`src/asm_pkg.sv`:
```
// Shared types, constants and helper functions for the smoothed acceleration
// magnitude block. No dependencies; every other file uses this package.
`timescale 1ns / 1ps

package asm_pkg;

  localparam int unsigned AxisW   = 8;   // raw sample and smoothed value width
  localparam int unsigned MagW    = 7;   // magnitude bits that carry a weight
  localparam int unsigned MgW     = 12;  // milli-g accumulator, at most 2267
  localparam int unsigned SqW     = 2 * AxisW;
  localparam int unsigned SumW    = 18;  // sum of three squares, at most 153228
  localparam int unsigned RootW   = 9;   // floor square root, at most 391
  localparam int unsigned RemW    = RootW + 1;
  localparam int unsigned ProdW   = MgW + 11;
  localparam int unsigned CntW    = 3;
  localparam int unsigned SqCntW  = 4;

  // floor(v / 10) is floor(v * 1639 / 2^14) for every v below 2268.
  localparam logic [10:0] DivTenMul   = 11'd1639;
  localparam int unsigned DivTenShift = 14;

  localparam logic [CntW-1:0] LastBit  = CntW'(MagW - 1);
  localparam logic [CntW-1:0] LastAxis = CntW'(2);
  localparam logic [SqCntW-1:0] SqrtSteps = SqCntW'(RootW);

  typedef struct packed {
    logic [AxisW-1:0] x_raw;
    logic [AxisW-1:0] y_raw;
    logic [AxisW-1:0] z_raw;
  } in_item_t;

  typedef struct packed {
    logic [AxisW-1:0] x_filtered;
    logic [AxisW-1:0] y_filtered;
    logic [AxisW-1:0] z_filtered;
    logic [RootW-1:0] net_magnitude;
  } out_item_t;

  // Sequencing commands shared by the three axis units.
  typedef struct packed {
    logic            load;
    logic            step;
    logic [CntW-1:0] bit_idx;
    logic            div;
    logic            smooth;
  } axis_ctrl_t;

  typedef enum logic [2:0] {
    StIdle,
    StConv,
    StDiv,
    StSmooth,
    StSquare,
    StRootStart,
    StRoot,
    StFinish
  } core_state_e;

  // Milli-g weight of one magnitude bit; bit 7 carries none.
  function automatic logic [MgW-1:0] mg_weight(input logic [CntW-1:0] idx);
    logic [MgW-1:0] w;
    unique case (idx)
      3'd0:    w = 12'd18;
      3'd1:    w = 12'd36;
      3'd2:    w = 12'd71;
      3'd3:    w = 12'd143;
      3'd4:    w = 12'd286;
      3'd5:    w = 12'd571;
      3'd6:    w = 12'd1142;
      default: w = 12'd0;
    endcase
    return w;
  endfunction

  // floor(v / 10) for v below 2268, by reciprocal multiplication.
  function automatic logic [AxisW-1:0] div_ten(input logic [MgW-1:0] v);
    logic [ProdW-1:0] prod;
    prod = ProdW'(v) * ProdW'(DivTenMul);
    return prod[DivTenShift +: AxisW];
  endfunction

endpackage

```
`src/asm_axis.sv`:
```
// One axis: absolute value, bit-serial milli-g weighting, scaling to centi-g
// and exponential smoothing with the kept value. Depends on asm_pkg.
`timescale 1ns / 1ps

module asm_axis (
  input  logic                     clk_i,
  input  logic                     rst_ni,
  input  asm_pkg::axis_ctrl_t      ctrl_i,
  input  logic [asm_pkg::AxisW-1:0] raw_i,
  output logic [asm_pkg::AxisW-1:0] smoothed_o
);

  logic [asm_pkg::AxisW-1:0] abs_val;
  logic [asm_pkg::MagW-1:0]  mag_q, mag_d;
  logic [asm_pkg::MgW-1:0]   acc_q, acc_d;
  logic [asm_pkg::AxisW-1:0] centi_q;
  logic [asm_pkg::AxisW-1:0] smoothed_q;
  logic [asm_pkg::MgW-1:0]   blend;

  // The most negative sample negates to itself and so has no weighted bits.
  assign abs_val = raw_i[asm_pkg::AxisW-1] ? (~raw_i + asm_pkg::AxisW'(1)) : raw_i;

  assign blend = asm_pkg::MgW'({centi_q, 1'b0}) + asm_pkg::MgW'({smoothed_q, 3'b000});

  always_comb begin
    mag_d = mag_q;
    acc_d = acc_q;
    if (ctrl_i.load) begin
      mag_d = abs_val[asm_pkg::MagW-1:0];
      acc_d = '0;
    end else if (ctrl_i.step) begin
      mag_d = mag_q >> 1;
      if (mag_q[0]) begin
        acc_d = acc_q + asm_pkg::mg_weight(ctrl_i.bit_idx);
      end
    end
  end

  always_ff @(posedge clk_i) begin
    mag_q <= mag_d;
    acc_q <= acc_d;
    if (ctrl_i.div) begin
      centi_q <= asm_pkg::div_ten(acc_q);
    end
  end

  always_ff @(posedge clk_i or negedge rst_ni) begin
    if (!rst_ni) begin
      smoothed_q <= '0;
    end else if (ctrl_i.smooth) begin
      smoothed_q <= asm_pkg::div_ten(blend);
    end
  end

  assign smoothed_o = smoothed_q;

endmodule

```
`src/asm_sqrt.sv`:
```
// Restoring digit-by-digit square root: two radicand bits in, one root bit
// out per cycle. Depends on asm_pkg.
`timescale 1ns / 1ps

module asm_sqrt (
  input  logic                      clk_i,
  input  logic                      rst_ni,
  input  logic                      start_i,
  input  logic [asm_pkg::SumW-1:0]  radicand_i,
  output logic                      idle_o,
  output logic [asm_pkg::RootW-1:0] root_o
);

  logic [asm_pkg::SumW-1:0]   rad_q, rad_d;
  logic [asm_pkg::RemW-1:0]   rem_q, rem_d;
  logic [asm_pkg::RootW-1:0]  root_q, root_d;
  logic [asm_pkg::SqCntW-1:0] cnt_q, cnt_d;
  logic [asm_pkg::RemW+1:0]   rem_sh;
  logic [asm_pkg::RemW+1:0]   trial;

  assign rem_sh = {rem_q, rad_q[asm_pkg::SumW-1 -: 2]};
  assign trial  = {1'b0, root_q, 2'b01};

  always_comb begin
    rad_d  = rad_q;
    rem_d  = rem_q;
    root_d = root_q;
    cnt_d  = cnt_q;
    if (start_i) begin
      rad_d  = radicand_i;
      rem_d  = '0;
      root_d = '0;
      cnt_d  = asm_pkg::SqrtSteps;
    end else if (cnt_q != '0) begin
      rad_d = rad_q << 2;
      cnt_d = cnt_q - asm_pkg::SqCntW'(1);
      if (rem_sh >= trial) begin
        rem_d  = asm_pkg::RemW'(rem_sh - trial);
        root_d = {root_q[asm_pkg::RootW-2:0], 1'b1};
      end else begin
        rem_d  = rem_sh[asm_pkg::RemW-1:0];
        root_d = {root_q[asm_pkg::RootW-2:0], 1'b0};
      end
    end
  end

  always_ff @(posedge clk_i or negedge rst_ni) begin
    if (!rst_ni) begin
      cnt_q <= '0;
    end else begin
      cnt_q <= cnt_d;
    end
  end

  always_ff @(posedge clk_i) begin
    rad_q  <= rad_d;
    rem_q  <= rem_d;
    root_q <= root_d;
  end

  assign idle_o = (cnt_q == '0);
  assign root_o = root_q;

endmodule

```
`src/accel_smooth_magnitude_core.sv`:
```
// Top level of the smoothed acceleration magnitude block: sequencer, three
// axis units, sum of squares and square root. Depends on asm_pkg, asm_axis
// and asm_sqrt.
//
//   Channel  Valid        Ready        Payload
//   input    in_valid_i   in_ready_o   in_data_i  (asm_pkg::in_item_t)
//   output   out_valid_o  out_ready_i  out_data_o (asm_pkg::out_item_t)
//
// After the input transfer an item passes through 7 weighting steps, scaling,
// smoothing, a square-accumulate of each axis, a root start, 9 root steps, a
// check that the root has finished and the output load.
// Reset clears the smoothed values to zero and empties the output register.
// A new item is taken while the previous result still waits; its result is
// held back until the output register is free.
`timescale 1ns / 1ps

module accel_smooth_magnitude_core (
  input  logic                clk_i,
  input  logic                rst_ni,
  input  logic                in_valid_i,
  output logic                in_ready_o,
  input  asm_pkg::in_item_t   in_data_i,
  output logic                out_valid_o,
  input  logic                out_ready_i,
  output asm_pkg::out_item_t  out_data_o
);

  asm_pkg::core_state_e state_q, state_d;
  logic [asm_pkg::CntW-1:0]  cnt_q, cnt_d;
  logic [asm_pkg::SumW-1:0]  sum_q;
  logic [asm_pkg::AxisW-1:0] x_s, y_s, z_s;
  logic [asm_pkg::AxisW-1:0] sq_sel;
  logic [asm_pkg::SqW-1:0]   sq_val;
  logic [asm_pkg::RootW-1:0] root;
  logic                      root_idle;
  logic                      in_xfer;
  logic                      out_load;
  logic                      root_start;
  logic                      out_valid_q;
  asm_pkg::out_item_t        out_q;
  asm_pkg::axis_ctrl_t       axis_ctrl;

  assign in_xfer = in_valid_i && in_ready_o;

  // Next state.
  always_comb begin
    state_d = state_q;
    unique case (state_q)
      asm_pkg::StIdle:      if (in_valid_i) state_d = asm_pkg::StConv;
      asm_pkg::StConv:      if (cnt_q == asm_pkg::LastBit) state_d = asm_pkg::StDiv;
      asm_pkg::StDiv:       state_d = asm_pkg::StSmooth;
      asm_pkg::StSmooth:    state_d = asm_pkg::StSquare;
      asm_pkg::StSquare:    if (cnt_q == asm_pkg::LastAxis) state_d = asm_pkg::StRootStart;
      asm_pkg::StRootStart: state_d = asm_pkg::StRoot;
      asm_pkg::StRoot:      if (root_idle) state_d = asm_pkg::StFinish;
      asm_pkg::StFinish:    if (!out_valid_q || out_ready_i) state_d = asm_pkg::StIdle;
      default:              state_d = asm_pkg::StIdle;
    endcase
  end

  // Outputs of the sequencer.
  always_comb begin
    in_ready_o        = 1'b0;
    axis_ctrl.load    = 1'b0;
    axis_ctrl.step    = 1'b0;
    axis_ctrl.bit_idx = cnt_q;
    axis_ctrl.div     = 1'b0;
    axis_ctrl.smooth  = 1'b0;
    root_start        = 1'b0;
    out_load          = 1'b0;
    unique case (state_q)
      asm_pkg::StIdle: begin
        in_ready_o     = 1'b1;
        axis_ctrl.load = in_valid_i;
      end
      asm_pkg::StConv:      axis_ctrl.step   = 1'b1;
      asm_pkg::StDiv:       axis_ctrl.div    = 1'b1;
      asm_pkg::StSmooth:    axis_ctrl.smooth = 1'b1;
      asm_pkg::StSquare:    ;
      asm_pkg::StRootStart: root_start = 1'b1;
      asm_pkg::StRoot:      ;
      asm_pkg::StFinish:    out_load = !out_valid_q || out_ready_i;
      default:              ;
    endcase
  end

  always_comb begin
    cnt_d = cnt_q;
    if (state_q == asm_pkg::StConv || state_q == asm_pkg::StSquare) begin
      cnt_d = (state_d == state_q) ? cnt_q + asm_pkg::CntW'(1) : '0;
    end else begin
      cnt_d = '0;
    end
  end

  always_ff @(posedge clk_i or negedge rst_ni) begin
    if (!rst_ni) begin
      state_q <= asm_pkg::StIdle;
      cnt_q   <= '0;
    end else begin
      state_q <= state_d;
      cnt_q   <= cnt_d;
    end
  end

  asm_axis u_axis_x (
    .clk_i      (clk_i),
    .rst_ni     (rst_ni),
    .ctrl_i     (axis_ctrl),
    .raw_i      (in_data_i.x_raw),
    .smoothed_o (x_s)
  );

  asm_axis u_axis_y (
    .clk_i      (clk_i),
    .rst_ni     (rst_ni),
    .ctrl_i     (axis_ctrl),
    .raw_i      (in_data_i.y_raw),
    .smoothed_o (y_s)
  );

  asm_axis u_axis_z (
    .clk_i      (clk_i),
    .rst_ni     (rst_ni),
    .ctrl_i     (axis_ctrl),
    .raw_i      (in_data_i.z_raw),
    .smoothed_o (z_s)
  );

  // One axis is squared and accumulated per cycle.
  always_comb begin
    unique case (cnt_q)
      3'd0:    sq_sel = x_s;
      3'd1:    sq_sel = y_s;
      default: sq_sel = z_s;
    endcase
  end

  assign sq_val = sq_sel * sq_sel;

  always_ff @(posedge clk_i) begin
    if (state_q == asm_pkg::StSmooth) begin
      sum_q <= '0;
    end else if (state_q == asm_pkg::StSquare) begin
      sum_q <= sum_q + asm_pkg::SumW'(sq_val);
    end
  end

  asm_sqrt u_sqrt (
    .clk_i      (clk_i),
    .rst_ni     (rst_ni),
    .start_i    (root_start),
    .radicand_i (sum_q),
    .idle_o     (root_idle),
    .root_o     (root)
  );

  always_ff @(posedge clk_i or negedge rst_ni) begin
    if (!rst_ni) begin
      out_valid_q <= 1'b0;
    end else if (out_load) begin
      out_valid_q <= 1'b1;
    end else if (out_ready_i) begin
      out_valid_q <= 1'b0;
    end
  end

  always_ff @(posedge clk_i) begin
    if (out_load) begin
      out_q.x_filtered    <= x_s;
      out_q.y_filtered    <= y_s;
      out_q.z_filtered    <= z_s;
      out_q.net_magnitude <= root;
    end
  end

  assign out_valid_o = out_valid_q;
  assign out_data_o  = out_q;

endmodule

```
`config.mk`:
```
export PLATFORM = sky130hd
export DESIGN_NAME = accel_smooth_magnitude_core
export DESIGN_NICKNAME = d
export VERILOG_FILES = /design/src/asm_pkg.sv /design/src/asm_axis.sv /design/src/asm_sqrt.sv /design/src/accel_smooth_magnitude_core.sv
export SDC_FILE = /design/constraint.sdc
export NUM_CORES = 1
export LEC_CHECK = 0
export BUFFER_PORTS_ARGS = -buffer_cell sky130_fd_sc_hd__clkbuf_2
export CORE_MARGIN = 2
export CORE_UTILIZATION = 59
export DETAILED_ROUTE_END_ITERATION = 6
export GPL_ROUTABILITY_DRIVEN = 0
export GPL_TIMING_DRIVEN = 1
export PLACE_DENSITY = 0.82
export SLEW_MARGIN = 20
export SYNTH_ARGS = -nofsm -noshare
export SYNTH_HDL_FRONTEND = slang
export SYNTH_SLANG_ARGS = --single-unit
```
`constraint.sdc`:
```
create_clock -name clk_i -period 7.11 [get_ports clk_i]
set_input_delay 0.711 -clock clk_i [delete_from_list [all_inputs] [get_ports clk_i]]
set_output_delay 0.711 -clock clk_i [all_outputs]
set_load 0.02 [all_outputs]
```
==> metrics.cfg, run 1 <==
[detailed_routing]
ant_nets=0
wl_met2_um=28250
routed_wirelength_um=55680
routedWlPerCell_um=16.95
drt_pass1_iterations=4
wl_met1_um=22750
vias=18510
drc=0
routed.top_layer=met4
viasPerCell=5.635
wl_met3_um=2692
first_iter_violations=1183

[finish]
utilization_pct=63.32
synthToLayoutAreaGrowth_pct=6.675
nNetsFinal=3514
num_antenna_cells=0
drive_gt1_share_pct=4.748

[global_route]
grt_antenna_before_repair=0
grt_pass1_vias=19810
grt_pass1_wl_um=93480
grt_use_total_pct=25.66
grt_max_degree=46
grt_overflow_total=0

[placement]
hpwl_um=45940
portBuffers=62

[clocking]
postCtsSetupBuffers=0
cts_resized=0
clock_latency_ps=540
cts.sinks=204
clock_path_buffers=3
cts_made_buffers=24
path_clk_slew_ps=60
cts-hold-fix-buffers=0
cts-root-buf=clkbuf_16
cts_tree=done
cts_max_level=1

[sta]
finalHoldViolCount=0
period_share_pct=92.63
rsz0062_at_grt=false
setup_tns_ps=0
setup_viol=0
period_minus_slack_ps=6586
worstMarginPinSlew_ps=1056
maxSlewViolCount=0
fmax_ghz=0.1518
relSlewSlack_pct=29.60
skew_ps=13.74

[yosys]
syn_avg_cell_area_um2=9.516
ys_seq_area_share_pct=20.55
synth_top_cell_by_area=ha_1
synth_nets=3463
synth_top_cells_by_count=inv_1 (576), ha_1 (513), fa_1 (253)
synth_most_common_cell=inv_1
synthTopCellsByArea=ha_1 (25%), fa_1 (20%), edfxtp_1 (11%), inv_1 (8.5%), dfxtp_1 (5.8%)
yosys_warnings=0
synth_edf_count=96
async_flop_share_pct=17.16
synth_cell_type_count=70
synth_top_area_share_pct=25.27
synth_area_mm2=0.02540
ys.flop_type=edfxtp_1
netlist_instances=2669
synth-seq-cells=204

[outcome]
outcome=completed

[critical_path]
cpMaxStageDelayCell=fa_1
cp.buffers_inverters=3
crit_required_ps=7530
startpoint_type=register
crit_arrival_ps=7010
setup.worst_path.end_class=register
cp_slowest_stage_delay_ps=550
cp_top_family=adder cells
critPathMaxFanout=4
worst-setup-path-type=reg2reg

[floorplanning]
start_util_pct=59.35
core_region_area_mm2=0.04279
die-height_um=211.5
rows=76
io_pins=63
dieArea_mm2=0.04472
die_w_um=211.5

[job]
drv_cap=0

[worst_hold_path]
hold_class=in2async

-- sequential cells by signal, summed over array words and instances (netlist names), 9 cells and up --
name            count
out_data_o         33
u_sqrt.rad_q       18
u_sqrt.root_o       9
sum_q              18
u_axis_y.acc_q     12
u_axis_z.acc_q     12
u_axis_x.acc_q     12
u_sqrt.rem_q       10
-- kinds of logic (layout without fill, tap and decap cells) --
logic type               count (synthesis)  after routing  synth area share (%)
adder cells (fa/ha/maj)                766            766                 45.21
buffers and inverters                  621            690                 9.207
AND/OR/NAND/NOR                        488            488                 8.626
AO/OA/AOI/OAI                          418            418                 10.37
flip-flops                             204            204                 20.55
XOR/XNOR                               153            153                 5.276
multiplexers                            19             19                0.7586
-- layout make-up --
class,count,area [um^2]
well taps,546,683.2
inverters,576,2162
clock buffers,38,684.4
clock inverters,6,88.84
repair buffers,70,394.1
flip-flops and latches,204,5220
fillers,3306,15700
multi-input cells,1844,17860
-- worst reg2reg max path, cell delays in order, from the launching register on --
cell	delay (ps)
dfrtp_1	410
ha_1	220
fa_1	400
a21oi_1	160
nor2_1	50
nor2_1	160
o21bai_1	80
a21oi_1	220
xor2_1	410
inv_1	160
ha_1	370
fa_1	550
inv_1	50
fa_1	450
fa_1	500
inv_1	50
ha_1	270
ha_1	310
nand2_1	110
nor2_1	60
a221o_1	320
nor4_1	280
nor3_1	150
o31ai_1	340
nand3_1	120
a31o_2	250
-- final timing paths --
path,from,endpoint,slack [ps],cells after the start
max in group asynchronous,rst_ni,u_axis_y.smoothed_o[1],6190,1
setup reg to reg,u_axis_z.smoothed_o[0],u_axis_z.smoothed_o[7],520,25
hold / removal,rst_ni,u_sqrt.cnt_q[0],320,1
setup / recovery,u_axis_z.smoothed_o[0],u_axis_z.smoothed_o[7],520,25
hold reg to reg,sum_q[13],sum_q[13],450,2
min in group clk_i,sum_q[13],sum_q[13],450,2
-- metrics by stage --
step	hold WS, ps	area [um^2]	setup WS (ps)	std cells
2_1_floorplan	415.4	25400	1175	2669
3_3_place_gp	436.4	26280	739.4	3238
3_5_place_dp	445.8	26310	631.3	3239
4_1_cts	371.0	27080	576.5	3283
5_1_grt	378.9	27090	143.5	3284
6_report	323.8	27090	524.2	3284
-- placed cells by master (no fill, tap or decap), drive strengths merged, types with 6 or more instances in the layout --
cell type  instances
nor2             122
o211ai             7
dfrtp             35
o21a              17
nor3              29
clkbuf            99
a211oi            17
a211o              9
xor2              51
nand2            209
fa               253
xnor2            102
o21ai            119
inv              576
and3              11
a21boi            12
nand3b             6
or3               10
dfxtp             73
a22oi              8
buf                9
ha               513
a21oi            119
o31ai              9
nor2b             20
nand2b            13
edfxtp            96
a21o              40
mux2i             17
or2               11
o21bai            16
and2              10
nand3             31
-- routing by layer --
layer	global-route usage, %	up-vias
met5	0	-
met1	31.35	9004
met4	9.325	0
met2	46.34	505
met3	3.278	158
li1	-	8838
Power of run 1 is not shown: default switching activity piles up to over one toggle a cycle in this logic, so the estimate is an artifact.
==> run 2, diff against run 1 <==
--- a/config.mk
+++ b/config.mk
@@ -6,12 +6,14 @@
 export NUM_CORES = 1
 export LEC_CHECK = 0
 export BUFFER_PORTS_ARGS = -buffer_cell sky130_fd_sc_hd__clkbuf_2
+export CELL_PAD_IN_SITES_DETAIL_PLACEMENT = 0
+export CELL_PAD_IN_SITES_GLOBAL_PLACEMENT = 1
 export CORE_MARGIN = 2
-export CORE_UTILIZATION = 59
+export CORE_UTILIZATION = 52
 export DETAILED_ROUTE_END_ITERATION = 6
 export GPL_ROUTABILITY_DRIVEN = 0
 export GPL_TIMING_DRIVEN = 1
-export PLACE_DENSITY = 0.82
+export PLACE_DENSITY = 0.9
 export SLEW_MARGIN = 20
 export SYNTH_ARGS = -nofsm -noshare
 export SYNTH_HDL_FRONTEND = slang
==> run 2 against run 1 <==
  * Flip-flop and latch count unchanged
  * Wire length down 2.9%
  * Maximum frequency up 1.0%
  * Worst hold slack worse by 18 ps
  * First-iteration DRC count down 23%
  * Worst setup slack better by 66 ps
  * Die area up 13%
  * Core utilization down 6.4 points
==> metrics.cfg, run 2 (synthesized netlist as in run 1, its figures left out) <==
[floorplanning]
io_pins=63  ; unchanged
start_util_pct=52.97  ; -6.4 points
rows=80  ; +5.3%
core_region_area_mm2=0.04795  ; +12%
dieArea_mm2=0.05063  ; +13%
die_w_um=225.0  ; +6.4%
die-height_um=225.0  ; +6.4%

[finish]
synthToLayoutAreaGrowth_pct=7.424
num_antenna_cells=0  ; unchanged
nFillCells=4169  ; +26%
layout_commonest_cell=inv_1
nNetsFinal=3516  ; +0.057%
layout_common_cells=inv_1 (576), ha_1 (513), fa_1 (253)
drive_gt1_share_pct=5.217  ; +0.47 points
stdcell_count=3356  ; +2.2%
utilization_pct=56.90  ; -6.4 points
largest_reg_flops=33  ; unchanged
seqCellArea_mm2=0.005220  ; unchanged
multi_input_area_mm2=0.01786  ; unchanged

[global_route]
grt_pass1_wl_um=91600  ; -2.0%
grt_pass1_vias=18950  ; -4.3%
grt_max_degree=46  ; unchanged
grt_overflow_total=0  ; unchanged
grt_antenna_before_repair=0  ; unchanged
grt_use_total_pct=22.16  ; -3.5 points

[clocking]
cts.sinks=204  ; unchanged
cts-root-buf=clkbuf_16
postCtsSetupBuffers=0  ; unchanged
cts-hold-fix-buffers=0  ; unchanged
cts_max_level=1  ; unchanged
cts_made_buffers=25  ; +4.2%
cts_tree=done
clock_latency_ps=550  ; about the same
cts_resized=0  ; unchanged
clock_path_buffers=3  ; unchanged
path_clk_slew_ps=70  ; about the same

[placement]
portBuffers=62  ; unchanged
hpwl_um=45000  ; -2.0%
dp_cells=3309  ; +2.2%

[sta]
fmax_ghz=0.1534  ; +1.0%
skew_ps=20.03  ; +6.284 ps
finalHoldViolCount=0  ; unchanged
worstMarginPinSlew_ps=1103  ; +47.27 ps
period_share_pct=91.71  ; -0.92 points
relSlewSlack_pct=26.45  ; -3.2 points
period_minus_slack_ps=6520  ; -65.56 ps
setup_viol=0  ; unchanged
setup_tns_ps=0  ; unchanged
maxSlewViolCount=0  ; unchanged
rsz0062_at_grt=false

[critical_path]
critPathMaxFanout=4  ; unchanged
startpoint_type=register
setup.worst_path.end_class=register
crit_required_ps=7530  ; about the same
worst-setup-path-type=reg2reg
crit_arrival_ps=6940  ; -70 ps
ff2ff_path_depth=25  ; unchanged

[detailed_routing]
routed_wirelength_um=54070  ; -2.9%
routedWlPerCell_um=16.11  ; -5.0%
first_iter_violations=913  ; -23%
ant_nets=0  ; unchanged
viasPerCell=5.328  ; -5.5%
vias=17880  ; -3.4%
drc=0  ; unchanged
drt_pass1_iterations=5  ; +1

[job]
drv_cap=0  ; unchanged

[worst_hold_path]
hold_class=in2async

[outcome]
outcome=completed

run 2: area by class of cell:
type / instances / share of cell area [%]
tap: 615 / 2.820
clock buffer: 28 / 2.408
clock inverter: 18 / 0.7934
sequential: 204 / 19.13
multi-input combinational: 1844 / 65.46
timing repair buffer: 71 / 1.458
inverter: 576 / 7.924
run 2: routing by layer:
| metal | global-route usage, % | vias to the layer above | wire length, um |
|---|---|---|---|
| li1 | - | 8857 | - |
| met1 | 29.96 | 8676 | 25300 |
| met2 | 38.73 | 278 | 26090 |
| met3 | 2.347 | 69 | 1709 |
| met4 | 4.187 | 0 | 971 |
| met5 | 0 | - | 0 |
run 2: final timing paths:
path / endpoint / slack, ps / start
worst min-delay path: u_axis_x.smoothed_o[3] / 310 / rst_ni
worst max register to register: u_axis_z.smoothed_o[7] / 590 / u_axis_z.smoothed_o[0]
max in group asynchronous: u_sqrt.cnt_q[2] / 6210 / rst_ni
min in group clk_i: sum_q[9] / 470 / sum_q[9]
worst max-delay path: u_axis_z.smoothed_o[7] / 590 / u_axis_z.smoothed_o[0]
worst min register to register: sum_q[9] / 470 / sum_q[9]
run 2: worst max-delay path, cell delays in order, from the launching register on:
cell      delay (ps)
dfrtp_1          410
ha_1             220
fa_1             400
a21oi_1          140
nor2_1            50
nor2_1           150
o21bai_1          90
a21oi_1          220
xor2_1           370
inv_1            150
ha_1             360
fa_1             550
inv_1             60
fa_1             460
fa_1             510
inv_1             50
ha_1             270
ha_1             310
nand2_1          100
nor2_1            60
a221o_1          310
nor4_1           280
nor3_1           160
o31ai_1          330
nand3_1          130
a31o_2           260
run 2: through the flow:
stage / setup WS [ps] / instance area, um^2 / hold slack (ps)
global placement: 694.0 / 26380 / 439.1
finish: 589.7 / 27280 / 305.6
detailed placement: 618.9 / 26380 / 456.3
floorplan: 1175 / 25400 / 415.4
CTS: 590.2 / 27250 / 362.4
global route: 158.8 / 27280 / 356.7
Power of run 2 is left out for the same reason.
